<file path="src/hdl/lcrs_pkg.sv">
// package for the link connect retry sequencer
// holds the phase encoding, register indexes, reset values and shared structs
// no dependencies

package lcrs_pkg;

  // widths of the item fields
  localparam int unsigned PhaseW   = 3;
  localparam int unsigned NetW     = 3;
  localparam int unsigned AttW     = 8;
  localparam int unsigned TimeW    = 32;
  localparam int unsigned NetCntW  = 4;
  localparam int unsigned CfgIdxW  = 3;
  localparam int unsigned CfgDataW = 32;

  // padded stream widths
  localparam int unsigned InDataW  = 40;
  localparam int unsigned OutDataW = 24;

  // highest number of networks walked through
  localparam int unsigned MaxNetworks = 8;

  // event kinds carried in tuser
  localparam logic CmdBegin = 1'b0;
  localparam logic CmdTick  = 1'b1;

  // register indexes
  localparam logic [CfgIdxW-1:0] CfgSettingsValid = 3'd0;
  localparam logic [CfgIdxW-1:0] CfgNetworkCount  = 3'd1;
  localparam logic [CfgIdxW-1:0] CfgAttempts      = 3'd2;
  localparam logic [CfgIdxW-1:0] CfgTimeout       = 3'd3;
  localparam logic [CfgIdxW-1:0] CfgRetryGap      = 3'd4;
  localparam logic [CfgIdxW-1:0] CfgInterval      = 3'd5;

  // phase codes as seen on the result
  localparam logic [PhaseW-1:0] CodeStarting  = 3'd0;
  localparam logic [PhaseW-1:0] CodeTrying    = 3'd1;
  localparam logic [PhaseW-1:0] CodeBetween   = 3'd2;
  localparam logic [PhaseW-1:0] CodeConnected = 3'd3;
  localparam logic [PhaseW-1:0] CodeStopped   = 3'd4;

  typedef enum logic [4:0] {
    PhStarting  = 5'b00001,
    PhTrying    = 5'b00010,
    PhBetween   = 5'b00100,
    PhConnected = 5'b01000,
    PhStopped   = 5'b10000
  } phase_e;

  typedef struct packed {
    logic                settings_valid;
    logic [NetCntW-1:0]  network_count;
    logic [AttW-1:0]     attempts_per_network;
    logic [TimeW-1:0]    attempt_timeout_ms;
    logic [TimeW-1:0]    retry_gap_ms;
    logic [TimeW-1:0]    upload_interval_ms;
  } cfg_t;

  localparam cfg_t CfgReset = '{
    settings_valid:       1'b1,
    network_count:        4'd1,
    attempts_per_network: 8'd3,
    attempt_timeout_ms:   32'd15000,
    retry_gap_ms:         32'd250,
    upload_interval_ms:   32'd600000
  };

  typedef struct packed {
    phase_e           phase;
    logic [NetW-1:0]  network_sel;
    logic [AttW-1:0]  attempt_count;
    logic [TimeW-1:0] phase_started;
    logic [TimeW-1:0] window_started;
  } state_t;

  typedef struct packed {
    logic             command;
    logic [TimeW-1:0] now_ms;
    logic             link_up;
  } event_t;

  typedef struct packed {
    logic             window_due;
    logic             time_sync_request;
    logic             disconnect_request;
    logic             connect_request;
    logic [AttW-1:0]  attempt_index;
    logic [NetW-1:0]  network_index;
    logic [PhaseW-1:0] phase;
  } result_t;

  function automatic logic [PhaseW-1:0] phase_code(phase_e ph);
    logic [PhaseW-1:0] code;
    case (ph)
      PhStarting:  code = CodeStarting;
      PhTrying:    code = CodeTrying;
      PhBetween:   code = CodeBetween;
      PhConnected: code = CodeConnected;
      default:     code = CodeStopped;
    endcase
    return code;
  endfunction

endpackage

</file>
<file path="src/hdl/lcrs_step.sv">
// next-state and result logic for one event of the retry sequencer
// purely combinational; depends on lcrs_pkg

module lcrs_step (
  input  lcrs_pkg::cfg_t    cfg_i,
  input  lcrs_pkg::state_t  state_i,
  input  lcrs_pkg::event_t  event_i,
  output lcrs_pkg::state_t  state_o,
  output lcrs_pkg::result_t result_o
);

  logic [lcrs_pkg::TimeW-1:0]   phase_elapsed;
  logic [lcrs_pkg::TimeW-1:0]   window_elapsed;
  logic                         timeout_hit;
  logic                         gap_hit;
  logic                         window_hit;
  logic [lcrs_pkg::NetCntW-1:0] nets_eff;
  logic [lcrs_pkg::AttW-1:0]    tries_eff;
  logic                         attempt_more;
  logic                         net_more;
  logic                         connect;
  logic                         disconnect;
  logic                         sync;
  logic                         due;
  lcrs_pkg::state_t             nxt;

  // wrapping elapsed times
  assign phase_elapsed  = event_i.now_ms - state_i.phase_started;
  assign window_elapsed = event_i.now_ms - state_i.window_started;
  assign timeout_hit    = phase_elapsed >= cfg_i.attempt_timeout_ms;
  assign gap_hit        = phase_elapsed >= cfg_i.retry_gap_ms;
  assign window_hit     = window_elapsed >= cfg_i.upload_interval_ms;

  // clamp the network count and attempts to sensible ranges
  always_comb begin
    if (cfg_i.network_count == '0) begin
      nets_eff = lcrs_pkg::NetCntW'(1);
    end else if (cfg_i.network_count > lcrs_pkg::NetCntW'(lcrs_pkg::MaxNetworks)) begin
      nets_eff = lcrs_pkg::NetCntW'(lcrs_pkg::MaxNetworks);
    end else begin
      nets_eff = cfg_i.network_count;
    end
    tries_eff = (cfg_i.attempts_per_network == '0) ? lcrs_pkg::AttW'(1)
                                                   : cfg_i.attempts_per_network;
  end

  assign attempt_more = ({1'b0, state_i.attempt_count} + (lcrs_pkg::AttW+1)'(1))
                        < {1'b0, tries_eff};
  assign net_more     = ({1'b0, state_i.network_sel} + lcrs_pkg::NetCntW'(1)) < nets_eff;

  always_comb begin
    nxt        = state_i;
    connect    = 1'b0;
    disconnect = 1'b0;
    sync       = 1'b0;
    due        = 1'b0;
    if (event_i.command == lcrs_pkg::CmdBegin) begin
      nxt.window_started = event_i.now_ms;
      if (!cfg_i.settings_valid) begin
        nxt.phase = lcrs_pkg::PhStopped;
      end else begin
        nxt.network_sel   = '0;
        nxt.attempt_count = '0;
        nxt.phase         = lcrs_pkg::PhStarting;
        nxt.phase_started = event_i.now_ms;
      end
    end else begin
      case (state_i.phase)
        lcrs_pkg::PhStarting: begin
          connect           = 1'b1;
          nxt.phase         = lcrs_pkg::PhTrying;
          nxt.phase_started = event_i.now_ms;
        end
        lcrs_pkg::PhTrying: begin
          if (event_i.link_up) begin
            nxt.phase = lcrs_pkg::PhConnected;
            sync      = 1'b1;
          end else if (timeout_hit) begin
            disconnect = 1'b1;
            if (attempt_more) begin
              nxt.attempt_count = state_i.attempt_count + lcrs_pkg::AttW'(1);
              nxt.phase         = lcrs_pkg::PhBetween;
              nxt.phase_started = event_i.now_ms;
            end else if (net_more) begin
              nxt.network_sel   = state_i.network_sel + lcrs_pkg::NetW'(1);
              nxt.attempt_count = '0;
              nxt.phase         = lcrs_pkg::PhBetween;
              nxt.phase_started = event_i.now_ms;
            end else begin
              nxt.phase = lcrs_pkg::PhStopped;
            end
          end
        end
        lcrs_pkg::PhBetween: begin
          if (gap_hit) begin
            connect           = 1'b1;
            nxt.phase         = lcrs_pkg::PhTrying;
            nxt.phase_started = event_i.now_ms;
          end
        end
        lcrs_pkg::PhConnected: begin
          // link lost: start over from the first network
          if (!event_i.link_up) begin
            disconnect        = 1'b1;
            nxt.network_sel   = '0;
            nxt.attempt_count = '0;
            nxt.phase         = lcrs_pkg::PhBetween;
            nxt.phase_started = event_i.now_ms;
          end
        end
        default: begin
          nxt.phase = lcrs_pkg::PhStopped;
        end
      endcase
      if (window_hit) begin
        due                = 1'b1;
        nxt.window_started = event_i.now_ms;
      end
    end
  end

  assign state_o                     = nxt;
  assign result_o.phase              = lcrs_pkg::phase_code(nxt.phase);
  assign result_o.network_index      = nxt.network_sel;
  assign result_o.attempt_index      = nxt.attempt_count;
  assign result_o.connect_request    = connect;
  assign result_o.disconnect_request = disconnect;
  assign result_o.time_sync_request  = sync;
  assign result_o.window_due         = due;

endmodule

</file>
<file path="src/hdl/link_connect_retry_sequencer_core.sv">
// Link connection retry sequencer. Begin and tick events come in on the slave stream, each
// with a millisecond timestamp and the link-up flag; every event gives exactly one result
// word with the phase, network and attempt indexes and the connect, disconnect, time sync and
// window-due flags. One event is taken per clock cycle unless the output stalls: an event is
// held in the input register, the sequencer step is evaluated from it and the state
// registers, and the result lands in the output register, from which it is offered on the
// result stream. The input only stalls while both registers are full and the result word is
// not taken. The sequencer state is updated as the result is registered, so the next event
// sees it at once. Registers must be written through the cfg port only while no event is in
// flight; the block itself does not enforce this.
// depends on lcrs_pkg and lcrs_step

module link_connect_retry_sequencer_core (
  input  logic                            clk_i,
  input  logic                            rst_ni,
  // event stream
  input  logic                            s_axis_tvalid_i,
  output logic                            s_axis_tready_o,
  input  logic [lcrs_pkg::InDataW-1:0]    s_axis_tdata_i,  // now_ms[31:0], link_up[32], zero pad
  input  logic                            s_axis_tuser_i,  // command: 0 begin, 1 tick
  // result stream
  output logic                            m_axis_tvalid_o,
  input  logic                            m_axis_tready_i,
  // phase[2:0], network_index[5:3], attempt_index[13:6], connect_request[14],
  // disconnect_request[15], time_sync_request[16], window_due[17], zero pad
  output logic [lcrs_pkg::OutDataW-1:0]   m_axis_tdata_o,
  // register writes
  input  logic                            cfg_valid_i,
  output logic                            cfg_ready_o,
  input  logic [lcrs_pkg::CfgIdxW-1:0]    cfg_index_i,
  input  logic [lcrs_pkg::CfgDataW-1:0]   cfg_data_i
);

  lcrs_pkg::cfg_t    cfg_q;
  lcrs_pkg::state_t  state_q;
  lcrs_pkg::state_t  state_d;
  lcrs_pkg::event_t  event_q;
  lcrs_pkg::result_t result_d;
  lcrs_pkg::result_t result_q;
  logic              in_vld_q;
  logic              out_vld_q;
  logic              advance;
  logic              in_take;

  assign cfg_ready_o = 1'b1;

  always_ff @(posedge clk_i or negedge rst_ni) begin
    if (!rst_ni) begin
      cfg_q <= lcrs_pkg::CfgReset;
    end else if (cfg_valid_i) begin
      case (cfg_index_i)
        lcrs_pkg::CfgSettingsValid: cfg_q.settings_valid       <= cfg_data_i[0];
        lcrs_pkg::CfgNetworkCount:  cfg_q.network_count        <= cfg_data_i[lcrs_pkg::NetCntW-1:0];
        lcrs_pkg::CfgAttempts:      cfg_q.attempts_per_network <= cfg_data_i[lcrs_pkg::AttW-1:0];
        lcrs_pkg::CfgTimeout:       cfg_q.attempt_timeout_ms   <= cfg_data_i;
        lcrs_pkg::CfgRetryGap:      cfg_q.retry_gap_ms         <= cfg_data_i;
        lcrs_pkg::CfgInterval:      cfg_q.upload_interval_ms   <= cfg_data_i;
        default: ;
      endcase
    end
  end

  // step the held event when the result register is free or being drained
  assign advance         = in_vld_q && (!out_vld_q || m_axis_tready_i);
  assign s_axis_tready_o = !in_vld_q || advance;
  assign in_take         = s_axis_tvalid_i && s_axis_tready_o;

  always_ff @(posedge clk_i or negedge rst_ni) begin
    if (!rst_ni) begin
      in_vld_q <= 1'b0;
    end else begin
      in_vld_q <= in_take || (in_vld_q && !advance);
    end
  end

  always_ff @(posedge clk_i) begin
    if (in_take) begin
      event_q.command <= s_axis_tuser_i;
      event_q.now_ms  <= s_axis_tdata_i[lcrs_pkg::TimeW-1:0];
      event_q.link_up <= s_axis_tdata_i[lcrs_pkg::TimeW];
    end
  end

  lcrs_step u_step (
    .cfg_i    (cfg_q),
    .state_i  (state_q),
    .event_i  (event_q),
    .state_o  (state_d),
    .result_o (result_d)
  );

  always_ff @(posedge clk_i or negedge rst_ni) begin
    if (!rst_ni) begin
      state_q.phase          <= lcrs_pkg::PhStopped;
      state_q.network_sel    <= '0;
      state_q.attempt_count  <= '0;
      state_q.phase_started  <= '0;
      state_q.window_started <= '0;
      out_vld_q              <= 1'b0;
    end else begin
      if (advance) begin
        state_q <= state_d;
      end
      out_vld_q <= advance || (out_vld_q && !m_axis_tready_i);
    end
  end

  always_ff @(posedge clk_i) begin
    if (advance) begin
      result_q <= result_d;
    end
  end

  assign m_axis_tvalid_o = out_vld_q;
  assign m_axis_tdata_o  = {(lcrs_pkg::OutDataW - $bits(lcrs_pkg::result_t))'(0), result_q};

endmodule
</file>
<file path="config.mk">
export PLATFORM = sky130hd
export DESIGN_NAME = link_connect_retry_sequencer_core
export DESIGN_NICKNAME = d
export VERILOG_FILES = /design/src/hdl/lcrs_pkg.sv /design/src/hdl/lcrs_step.sv /design/src/hdl/link_connect_retry_sequencer_core.sv
export SDC_FILE = /design/constraint.sdc
export NUM_CORES = 1
export LEC_CHECK = 0
export ABC_CLOCK_PERIOD_IN_PS = 7600
export BUFFER_PORTS_ARGS = -buffer_cell sky130_fd_sc_hd__buf_2
export CELL_PAD_IN_SITES_DETAIL_PLACEMENT = 2
export CELL_PAD_IN_SITES_GLOBAL_PLACEMENT = 2
export CORE_MARGIN = 2
export CORE_UTILIZATION = 40
export CTS_CLUSTER_DIAMETER = 60
export DETAILED_ROUTE_END_ITERATION = 8
export PLACE_DENSITY_LB_ADDON = 0.1
export SYNTH_ARGS = -nofsm -noshare
export SYNTH_HDL_FRONTEND = slang
export SYNTH_SLANG_ARGS = --single-unit
</file>
<file path="constraint.sdc">
create_clock -name clk_i -period 7.6 [get_ports clk_i]
set_clock_uncertainty 0.05 [all_clocks]
set_input_delay 1.14 -clock clk_i [delete_from_list [all_inputs] [get_ports clk_i]]
set_output_delay 1.14 -clock clk_i [all_outputs]
set_load 0.03 [all_outputs]
</file>
Yosys cells after proc, flatten, opt, wreduce, memory -nomap -nowiden. Index checks and enable logic that the tools add are counted.

Register bits after elaboration: 243. Bits in latches: 0. Bits in writable memories: 0. Memory bits (read-only): 0. Output and inout bits: 27. Word-level logic and storage cells: 110. Memories: 0.

Add/sub/neg operators: 6. Multiply operators: 0. Div/mod/pow operators: 0. $lt $le $gt $ge: 6. Eq/ne operators: 20. Shift operators: 0. Mux-type cells: 30. Bitwise logic cells: 0. Reduce and logical (&&, ||, !) cells: 25.

Operators by type and width (count): 2-to-1 mux 43 bit (3); case mux 32 bit (4 select lines) (1); greater-or-equal comparator 32 bit (3); 2-to-1 mux 48 bit (2); 2-to-1 mux 80 bit (1); 2-to-1 mux 32 bit (2); subtractor 32 bit (2); 2-to-1 mux 40 bit (1); 2-to-1 mux 5 bit (5); case mux 11 bit (2 select lines) (1); case mux 5 bit (4 select lines) (1); AND reduction 2 bit (8); case mux 3 bit (4 select lines) (1); == test 5 x 1 -> 1 bit, second input constant (2); == test 5 x 2 -> 1 bit, second input constant (2); == test 5 x 3 -> 1 bit, second input constant (2); == test 5 x 4 -> 1 bit, second input constant (2); adder 8 x 1 -> 9 bit, second input constant (1); less-than comparator 9 x 8 -> 1 bit (1); adder 8 x 1 -> 8 bit, second input constant (1); zero test 8 bit (1); 2-to-1 mux 4 bit (2); 2-to-1 mux 8 bit (1); AND reduction 8 bit (1); other kinds (21) (40).

Depth between registers and ports, before layout. Gate-level depths: netlist of run 1.

Word-level depth: 12. Mapped depth: 26. Depth with buffers taken out: 25.

Modules after synthesis. From an unflattened synthesis of run 1, not the netlist that was laid out.

Cell total of the unflattened synthesis: 1491. Area, all modules: 16111.7 um^2.

Modules (own cells, without submodules): link_connect_retry_sequencer_core (instances 1, cells each 473, area each 8799.7 um^2); lcrs_step (instances 1, cells each 1018, area each 7312.0 um^2).

Worst setup path after synthesis of run 1. Ideal clock, no wire load.

Path type: register -> register. From: register event_q[1] in the netlist's numbering. To: register state_q[76] in the netlist's numbering. Setup time: 83 ps. Arrival: 5121 ps. Data required time: 7467 ps. Slack: 2346 ps. Stages on the path, launching flop included: 26. Clock period less this slack: 5254 ps. Cell sequence: edfxtp_1 > inv_1 > ha_1 > inv_1 > fa_1 > a21o_1 > nand4_1 > nand2_1 > a311oi_2 > o31ai_1 > o41ai_2 > nor4_1 > or3_1 > a21oi_1 > xnor2_1 > ha_1 > and4_1 > nand2_1 > or2_0 > nor2_1 > o2111ai_1 > and3_1 > or3b_2 > a2111oi_0 > a32oi_1 > o21ai_0.

Word-level cells in the longest chain between the ends: 6.

RTL lines: from (decl) (RTL line link_connect_retry_sequencer_core.sv:37) `lcrs_pkg::event_t event_q;`; subtractor 32 bit * (RTL line lcrs_step.sv:28) `assign phase_elapsed = event_i.now_ms - state_i.phase_started;`; greater-or-equal comparator 32 bit (RTL line lcrs_step.sv:30) `assign timeout_hit = phase_elapsed >= cfg_i.attempt_timeout_ms;`; 2-to-1 mux 48 bit (RTL line lcrs_step.sv:78) `end else if (timeout_hit) begin`; 2-to-1 mux 5 bit (RTL line lcrs_step.sv:75) `if (event_i.link_up) begin`; case mux 5 bit (4 select lines) * (RTL line lcrs_step.sv:68) `case (state_i.phase)`; 2-to-1 mux 80 bit * (RTL line lcrs_step.sv:57) `if (event_i.command == lcrs_pkg::CmdBegin) begin`; to (signal assigned) (RTL line link_connect_retry_sequencer_core.sv:102) `state_q <= state_d;`; to (decl) (RTL line link_connect_retry_sequencer_core.sv:35) `lcrs_pkg::state_t state_q;`.

Every way passes the cells marked *; elsewhere a longest branch is shown, timed or not. The select of a mux whose other input is x is not followed. A chain may end at the register's enable or synchronous reset.

Worst setup path in the final report of run 1.
From: register event_q[1] in the netlist's numbering. To: register state_q[58] in the netlist's numbering.

Word-level cells in the longest chain between the ends: 4.

RTL lines (RTL line): subtractor 32 bit * (lcrs_step.sv:28); greater-or-equal comparator 32 bit (on tied branches) (lcrs_step.sv:31, lcrs_step.sv:30); inequality test 3 x 2 -> 1 bit (no source line); AND reduction 8 bit (no source line) *.

Every way passes the cells marked *; elsewhere a longest branch is shown, timed or not.

==> flow_summary.json, run 1 <==
{
  "routedWlPerCell_um": 20.4,
  "finalSetupViolCount": 0,
  "internal_power_w": 0.00451,
  "antenna_left": 0,
  "finalNonFillerCells": 2118,
  "cts_tree": "done",
  "initial_core_util_pct": 40.3,
  "yosysTopAreaCell": "dfrtp_1",
  "fmax_mhz": 149,
  "place_congestion": 0.779,
  "vias": 11308,
  "slowest_delay_ns": 0.67,
  "synthCells": 1468,
  "ys_async_sr_fraction_pct": 78.6,
  "grt_usage_pct": 22.7,
  "finalHoldViolations": 0,
  "yosys-top-cells-area": "dfrtp_1, ha_1, edfxtp_1, mux2_2, dfstp_2",
  "clockPowerShare_pct": 23.0,
  "dp_hpwl_um": 31400,
  "ys_types": 76,
  "hold_buffers": 0,
  "netlist_area_um2": 15100,
  "path_max_fanout": 18,
  "grt_pass1_wl_um": 69200,
  "crit_top_cell": "nand4_1",
  "syn_to_final_growth_pct": 15.5,
  "rsz0062_at_grt": "false",
  "die_area_um2": 39300,
  "clock_latency_ns": 0.54,
  "numPortBuffers": 93,
  "finalCriticalPeriod_ns": 6.69,
  "vdd.ir_drop.worst_mv": 0.203,
  "drv_slew": 0,
  "power_frac_comb_pct": 52.4,
  "grt_pass1_vias": 12425,
  "switching_share_pct": 40.7,
  "cts_sinks": 243,
  "cts_resized": 0,
  "drt_iter0_markers": 371,
  "drive_gt1_share_pct": 21.4,
  "final_common_cell": "inv_1",
  "cp.required_ns": 7.96,
  "worst_setup_path_end_kind": "flop",
  "routed_wl_um": 43200,
  "critPathTopFamily": "compound AO/OA/AOI/OAI gates",
  "cts_made_buffers": 36,
  "antenna_found_initial": 1,
  "hold_path.class": "reg2reg",
  "layout_common_cells": "inv_1, ha_1, dfrtp_1, mux2_2, o21ai_0",
  "seq_power_share_pct": 24.5,
  "drt-pass1-iter-count": 4,
  "drt-vias-per-instance": 5.34,
  "status": "complete, no violations",
  "powerDensity_nw_per_um2": 436,
  "crit_slowest_cell": "o21ai_4",
  "synth_flop_cell": "dfrtp_1",
  "synth_top_area_share_pct": 27.4,
  "ios": 108,
  "critical_path_class": "reg2reg",
  "utilization_pct": 46.6,
  "root_buffer": "clkbuf_16",
  "ys_seq_area_share_pct": 42.2,
  "die_h_um": 198,
  "grt_remaining_overflow": 0,
  "setup_tns_ns": 0,
  "critPathBufInv": 4,
  "period_share_pct": 88.0,
  "clk_path_buf_depth": 3,
  "cts_setup_buffers": 0,
  "diodes": 0,
  "holdWs_ns": 0.445,
  "cp.arrival_ns": 7.05,
  "p_leak_nw": 8.28,
  "maxSlewHeadroom_pct": 29.7,
  "die_w_um": 198,
  "synth-edff-count": 52,
  "syn_avg_cell_area_um2": 10.3,
  "start_kind": "flop",
  "ys_ff_latch": 243,
  "dp_cells": 2054,
  "grt_max_degree": 104,
  "final_nets": 1834,
  "htree_levels": 2,
  "ys.warnings.count": 0,
  "worst_pin_slew_ns": 1.05,
  "maxCapViolCount": 0,
  "clk_pin_slew_ns": 0.06,
  "row_count": 71,
  "drc": 0,
  "core_um2": 37400,
  "switchingPower_w": 0.00310
}
==> power by group through the flow <==
stage,Sequential [W],Clock [W],Combinational (W)
after global routing,0.00191,0.00185,0.00452
after detailed placement,0.00189,0,0.00395
after global placement,0.00186,0,0.00374
after CTS,0.00187,0.00180,0.00405
after floorplan,0.00184,0,0.00282
final,0.00186,0.00175,0.00399
==> synthesized netlist by cell type, types with 19 or more instances <==
library cell / instances
nand2b_1: 19
dfrtp_1: 165
mux2_2: 133
nor2_1: 54
o21ai_0: 97
nand4_1: 21
a21oi_1: 86
edfxtp_1: 52
ha_1: 170
a21o_1: 71
dfstp_2: 26
xnor2_1: 43
inv_1: 180
nand3_1: 29
nand2_1: 95
==> worst register-to-register path, delay by kind of cell, from the launching register on <==
| kind | cells | cell delay [ns] |
|---|---|---|
| AOI/OAI and AO/OA | 7 | 2.11 |
| xor gates and xnor gates | 1 | 0.12 |
| adders and majority gates | 3 | 0.88 |
| buffers and inverters | 4 | 0.61 |
| DFF | 1 | 0.42 |
| muxes | 1 | 0.37 |
| and+or+nand+nor | 11 | 2.00 |
==> path summary, 6_finish.rpt <==
| kind | startpoint | endpoint | slack, ns | depth (start not counted) |
|---|---|---|---|---|
| max reg2reg | event_q[1] | state_q[58] | 0.91 | 27 |
| max | event_q[1] | state_q[58] | 0.91 | 27 |
| min in group asynchronous | rst_ni | state_q[64] | 0.64 | 1 |
| min | state_q[33] | state_q[33] | 0.44 | 1 |
| min reg2reg | state_q[33] | state_q[33] | 0.44 | 1 |
| max in group asynchronous | rst_ni | state_q[58] | 5.58 | 2 |
==> registers in the layout, indices dropped and copies added (netlist names) <==
register / count
m_axis_tdata_o: 18
in_vld_q: 1
m_axis_tvalid_o: 1
cfg_q: 109
state_q: 80
event_q: 34
==> routing by layer <==
layer  vias to the layer above  part of all wire [%]  routed length (um)  global-route usage [%]
met3                        59                   2.9                1270                    3.80
met2                       113                    49               21000                    38.9
met4                         2                   2.4                1020                    5.93
li1                       5413                     -                   -                       -
met5                         -                 0.025                  11                       0
met1                      5721                    46               19900                    29.7
==> cell families (layout without fill, tap and decap cells) <==
logic type	count (synthesis)	in the layout	share of synthesized area [%]
buf+inv	216	350	5.61
xor+xnor	61	61	3.54
fa+ha+maj	172	172	14.4
other cells	2	7	0.0498
flops	243	243	42.2
mux	136	136	10.1
compound gates	334	334	14.0
simple gates	304	304	10.1
==> stage by stage <==
stage	total power (W)	area (um2)	worst slack [ns]
4_1_cts	0.00772	17400	0.810
3_3_place_gp	0.00560	16200	1.10
3_5_place_dp	0.00584	16200	1.00
6_report	0.00760	17400	0.909
2_1_floorplan	0.00467	15100	2.35
5_1_grt	0.00828	17400	0.402
==> final cells by class <==
class                           count  area, um2
Clock buffer                       43        978
Clock inverter                     21        254
Timing Repair Buffer              105        577
Sequential cell                   243       6370
Tap cell                          511        639
Inverter                          181        679
Fill cell                        3882      20000
Multi-Input combinational cell   1014       7930
Note: power is estimated with default switching activity, not from simulation.
==> run 2, diff against run 1 <==
--- a/config.mk
+++ b/config.mk
@@ -5,12 +5,13 @@
 export SDC_FILE = /design/constraint.sdc
 export NUM_CORES = 1
 export LEC_CHECK = 0
+export ABC_AREA = 1
 export ABC_CLOCK_PERIOD_IN_PS = 7600
 export BUFFER_PORTS_ARGS = -buffer_cell sky130_fd_sc_hd__buf_2
 export CELL_PAD_IN_SITES_DETAIL_PLACEMENT = 2
 export CELL_PAD_IN_SITES_GLOBAL_PLACEMENT = 2
 export CORE_MARGIN = 2
-export CORE_UTILIZATION = 40
+export CORE_UTILIZATION = 37
 export CTS_CLUSTER_DIAMETER = 60
 export DETAILED_ROUTE_END_ITERATION = 8
 export PLACE_DENSITY_LB_ADDON = 0.1
==> flow_summary.json, run 2 <==
{
  "status": "complete, no violations",
  "syn_to_final_growth_pct": 14.2,
  "drt_iter0_markers": 621,
  "rsz0062_at_grt": "false",
  "ys_types": 44,
  "top_regs": "cfg_q (109), state_q (80), event_q (34)",
  "drt-pass1-iter-count": 5,
  "syn_avg_cell_area_um2": 7.94,
  "ys_ff_latch": 243,
  "row_count": 76,
  "grt_usage_pct": 24.2,
  "synth.most_common_cell": "nand2_1",
  "hold_path.class": "reg2reg",
  "top_register": "cfg_q",
  "cp.arrival_ns": 6.49,
  "antenna_left": 0,
  "crit_slowest_cell": "nor4_1",
  "ys_seq_area_share_pct": 39.8,
  "netlist_area_um2": 16000,
  "largest_register_ffs": 109,
  "cts_setup_buffers": 0,
  "fmax_mhz": 163,
  "grt_pass1_vias": 15551,
  "critical_path_class": "reg2reg",
  "cts_resized": 0,
  "cts_sinks": 243,
  "cp.required_ns": 7.97,
  "ys.warnings.count": 0,
  "synthTopCellsByCount": "nand2_1, inv_1, o21ai_0",
  "yosys-top-cells-area": "dfrtp_1, ha_1, nand2_1, edfxtp_1, inv_1",
  "synthCells": 2014,
  "finalNonFillerCells": 2726,
  "period_share_pct": 80.5,
  "slowest_delay_ns": 0.68,
  "start_kind": "flop",
  "die_w_um": 212,
  "die_area_um2": 44900,
  "final_common_cell": "nand2_1",
  "drt-vias-per-instance": 5.04,
  "final_nets": 2368,
  "powerDensity_nw_per_um2": 397,
  "fillers": 4968,
  "synth-edff-count": 52,
  "finalSetupViolCount": 0,
  "routedWlPerCell_um": 19.2,
  "maxCapViolCount": 0,
  "worst_pin_slew_ns": 0.948,
  "vias": 13748,
  "drc": 0,
  "grt_remaining_overflow": 0,
  "rr_worst_depth": 21,
  "finalHoldViolations": 0,
  "antenna_found_initial": 0,
  "clock_latency_ns": 0.56,
  "dp_hpwl_um": 40600,
  "drv_slew": 0,
  "synth_top_area_share_pct": 25.8,
  "routed_wl_um": 52400,
  "holdWs_ns": 0.433,
  "hold_buffers": 0,
  "yosysTopAreaCell": "dfrtp_1",
  "crit_top_cell": "nand2_1",
  "clk_pin_slew_ns": 0.05,
  "core_um2": 42900,
  "initial_core_util_pct": 37.3,
  "grt_pass1_wl_um": 84400,
  "p_leak_nw": 9.31,
  "synth_flop_cell": "dfrtp_1",
  "maxSlewHeadroom_pct": 35.2,
  "worst_setup_path_end_kind": "flop",
  "power_w": 0.00726,
  "ios": 108,
  "diodes": 0,
  "ys_async_sr_fraction_pct": 78.6,
  "cts_made_buffers": 37,
  "htree_levels": 2,
  "dp_cells": 2661,
  "clk_path_buf_depth": 3,
  "die_h_um": 212,
  "numPortBuffers": 93,
  "finalCriticalPeriod_ns": 6.12,
  "worstPathCellList": "ha_1 > nand2_1 > nor2_1 > nand4_1 > o21ai_0 > a21oi_1 > o21bai_1 > nand2_1 > nand3_1 > nand2_1 > ha_1 > nand2_1 > nor2_1 > nand2_1 > nor4_1 > nand4_1 > nand4_1 > nand2_2 > buf_4 > nand2_1 > o21ai_0",
  "drive_gt1_share_pct": 12.1,
  "setup_tns_ns": 0,
  "cts_tree": "done",
  "grt_max_degree": 68,
  "layout_common_cells": "nand2_1, inv_1, o21ai_0, ha_1, dfrtp_1",
  "place_congestion": 0.865,
  "hold_depth": 2,
  "path_max_fanout": 36,
  "root_buffer": "clkbuf_16",
  "vdd.ir_drop.worst_mv": 0.225
}
==> run 2: per-stage QoR <==
| stage | area [um2] | utilization, % | setup WS [ns] |
|---|---|---|---|
| 4_1_cts | 18300 | 42.6 | 1.61 |
| 2_1_floorplan | 16000 | - | 3.91 |
| 5_1_grt | 18300 | 42.6 | 1.15 |
| 6_report | 18300 | 42.6 | 1.48 |
| 3_3_place_gp | 17000 | 39.7 | 1.89 |
| 3_5_place_dp | 17000 | 39.7 | 1.65 |
==> run 2: routing by layer <==
| layer | vias to the layer above | track usage, % | share of wire, % |
|---|---|---|---|
| met3 | 74 | 3.40 | 2.7 |
| met5 | - | 0 | 0 |
| met1 | 6839 | 29.6 | 44 |
| met4 | 0 | 7.02 | 2.6 |
| li1 | 6673 | - | - |
| met2 | 162 | 44.0 | 51 |
==> run 2: critical path: cells and delay by family, from the launching register on <==
kind	cells	cell delay, ns
and+or+nand+nor	14	2.84
AOI/OAI and AO/OA	4	1.48
adders and majority gates	2	0.72
buffers and inverters	1	0.44
DFF	1	0.42
==> run 2: path summary, 6_finish.rpt <==
| path | from | to | slack (ns) |
|---|---|---|---|
| max in group asynchronous | rst_ni | cfg_q[3] | 5.52 |
| worst min register to register | cfg_q[3] | cfg_q[3] | 0.43 |
| min in group asynchronous | rst_ni | state_q[71] | 0.56 |
| worst min-delay path | cfg_q[3] | cfg_q[3] | 0.43 |
| worst max-delay path | event_q[12] | state_q[21] | 1.48 |
| worst max register to register | event_q[12] | state_q[21] | 1.48 |
==> run 2: layout make-up <==
cell class | count | area [um2] | area share [%]
multi-input cells | 1374 | 8060 | 44.1
flip-flops and latches | 243 | 6370 | 34.9
inverters | 357 | 1340 | 7.34
clock buffers | 47 | 1010 | 5.56
well taps | 585 | 732 | 4.01
repair buffers | 102 | 542 | 2.97
clock inverters | 18 | 209 | 1.14
==> run 2: cell families after synthesis <==
logic type / synth area share [%]
simple gates: 19.2
other cells: 0.0469
compound gates: 13.9
buf+inv: 9.99
xor+xnor: 3.45
flops: 39.8
fa+ha+maj: 13.5
==> run 2: where the power goes <==
part	total (W)	leakage [nW]	internal (W)	switching, W
combinational	0.00370	5.85	0.00129	0.00240
clock	0.00175	0.600	0.00108	0.000667
sequential	0.00181	2.86	0.00164	0.000175
==> run 3, diff against run 2 <==
--- a/config.mk
+++ b/config.mk
@@ -6,7 +6,7 @@
 export NUM_CORES = 1
 export LEC_CHECK = 0
 export ABC_AREA = 1
-export ABC_CLOCK_PERIOD_IN_PS = 7600
+export ABC_CLOCK_PERIOD_IN_PS = 5900
 export BUFFER_PORTS_ARGS = -buffer_cell sky130_fd_sc_hd__buf_2
 export CELL_PAD_IN_SITES_DETAIL_PLACEMENT = 2
 export CELL_PAD_IN_SITES_GLOBAL_PLACEMENT = 2
==> constraint.sdc (replaced) <==
create_clock -name clk_i -period 5.9 [get_ports clk_i]
set_clock_uncertainty 0.05 [all_clocks]
set_input_delay 0.885 -clock clk_i [delete_from_list [all_inputs] [get_ports clk_i]]
set_output_delay 0.885 -clock clk_i [all_outputs]
set_load 0.03 [all_outputs]
==> flow_summary.json, run 3 (same netlist as run 2, synthesis figures left out) <==
{
  "cp_num_cells": 28,
  "powerDensity_nw_per_um2": 509,
  "grt_remaining_overflow": 0,
  "finalNonFillerCells": 2730,
  "crit_slowest_cell": "fa_1",
  "vias": 13835,
  "fin_area_um2": 18300,
  "critical_path_class": "reg2reg",
  "vdd.ir_drop.worst_mv": 0.233,
  "start_kind": "flop",
  "die_area_um2": 44900,
  "worst_setup_path_end_kind": "flop",
  "finalHoldViolations": 0,
  "drv_slew": 0,
  "cts_setup_buffers": 0,
  "initial_core_util_pct": 37.3,
  "grt_usage_pct": 24.3,
  "fillers": 4930,
  "ios": 108,
  "cp.arrival_ns": 5.23,
  "die_w_um": 212,
  "internal_power_w": 0.00518,
  "top_register": "cfg_q",
  "clk_path_buf_depth": 3,
  "worst_pin_slew_ns": 1.23,
  "finalSetupViolCount": 0,
  "utilization_pct": 42.7,
  "routed_wl_um": 52700,
  "diodes": 0,
  "layout_common_cells": "nand2_1, inv_1, o21ai_0, ha_1, dfrtp_1",
  "grt_max_degree": 77,
  "cts_made_buffers": 35,
  "row_count": 76,
  "finalCriticalPeriod_ns": 4.99,
  "drt-pass1-iter-count": 4,
  "hold_buffers": 0,
  "drt_iter0_markers": 524,
  "maxSlewHeadroom_pct": 17.7,
  "syn_to_final_growth_pct": 14.5,
  "final_nets": 2372,
  "antenna_left": 0,
  "grt_pass1_vias": 15469,
  "cts_tree": "done",
  "cts_sinks": 243,
  "drt-vias-per-instance": 5.07,
  "setup_tns_ns": 0,
  "die_h_um": 212,
  "final_common_cell": "nand2_1",
  "rsz0062_at_grt": "false",
  "power_frac_comb_pct": 51.4,
  "clock_latency_ns": 0.55,
  "clk_pin_slew_ns": 0.06,
  "rr_worst_depth": 28,
  "path_max_fanout": 12,
  "drc": 0,
  "drive_gt1_share_pct": 12.4,
  "clockPowerShare_pct": 23.6,
  "p_leak_nw": 9.33,
  "grt_pass1_wl_um": 84700,
  "crit_top_cell": "nand2_1",
  "placed_area_um2": 17100,
  "antenna_found_initial": 0,
  "seq_power_share_pct": 25.0,
  "root_buffer": "clkbuf_16",
  "switching_share_pct": 44.5,
  "htree_levels": 2,
  "routedWlPerCell_um": 19.3,
  "critPathBufInv": 3,
  "largest_register_ffs": 109,
  "switchingPower_w": 0.00416,
  "maxCapViolCount": 0,
  "hold_path.class": "in2async",
  "status": "complete, no violations",
  "cp.required_ns": 6.13,
  "core_um2": 42900,
  "dp_hpwl_um": 40100,
  "dp_cells": 2667,
  "top_regs": "cfg_q (109), state_q (80), event_q (34)",
  "slowest_delay_ns": 0.40,
  "cts_resized": 0,
  "period_share_pct": 84.6,
  "fmax_mhz": 200,
  "numPortBuffers": 93,
  "critPathTopFamily": "simple AND/OR/NAND/NOR gates",
  "place_congestion": 0.868
}
run 3: changes by cell type in the layout (fill, tap and decap cells not counted), sizes merged:
cell,previous run,this run
inv,360,357
clkbuf,48,51
buf,101,107
clkinv,10,8
clkinvlp,1,2
bufinv,4,3
run 3: routing by layer:
layer | up-vias | wire (um) | global-route usage (%)
met1 | 6923 | 23300 | 30.0
met4 | 0 | 1380 | 7.72
met2 | 148 | 26700 | 43.8
met3 | 73 | 1370 | 2.73
met5 | - | 0 | 0
li1 | 6691 | - | -
run 3: power groups by stage:
stage               combinational, W  clock, W  sequential [W]
floorplan                    0.00326         0         0.00231
global placement             0.00450         0         0.00234
detailed placement           0.00479         0         0.00236
CTS                          0.00489   0.00226         0.00234
global route                 0.00550   0.00232         0.00239
finish                       0.00479   0.00220         0.00233
run 3: layout make-up:
cell class / count / area, um2 / area share, %
Timing Repair Buffer: 108 / 612 / 3.34
Multi-Input combinational cell: 1374 / 8060 / 44.0
Tap cell: 585 / 732 / 4.00
Clock buffer: 50 / 1050 / 5.71
Sequential cell: 243 / 6370 / 34.8
Inverter: 357 / 1340 / 7.32
Clock inverter: 13 / 160 / 0.874
run 3: final timing paths:
| kind | start | to | slack (ns) |
|---|---|---|---|
| max in group asynchronous | rst_ni | cfg_q[22] | 4.25 |
| worst min-delay path | rst_ni | state_q[69] | 0.32 |
| worst max-delay path | event_q[1] | m_axis_tdata_o[13] | 0.91 |
| worst min register to register | state_q[62] | state_q[62] | 0.44 |
| min in group clk_i | state_q[62] | state_q[62] | 0.44 |
| worst max register to register | event_q[1] | m_axis_tdata_o[13] | 0.91 |
run 3: per-stage QoR:
step / setup WS, ns / hold WS, ns / power (W)
floorplan: 2.21 / 0.403 / 0.00557
global placement: 1.10 / 0.415 / 0.00683
detailed placement: 0.997 / 0.423 / 0.00715
CTS: 0.901 / 0.340 / 0.00949
global route: 0.397 / 0.363 / 0.0102
finish: 0.909 / 0.320 / 0.00933
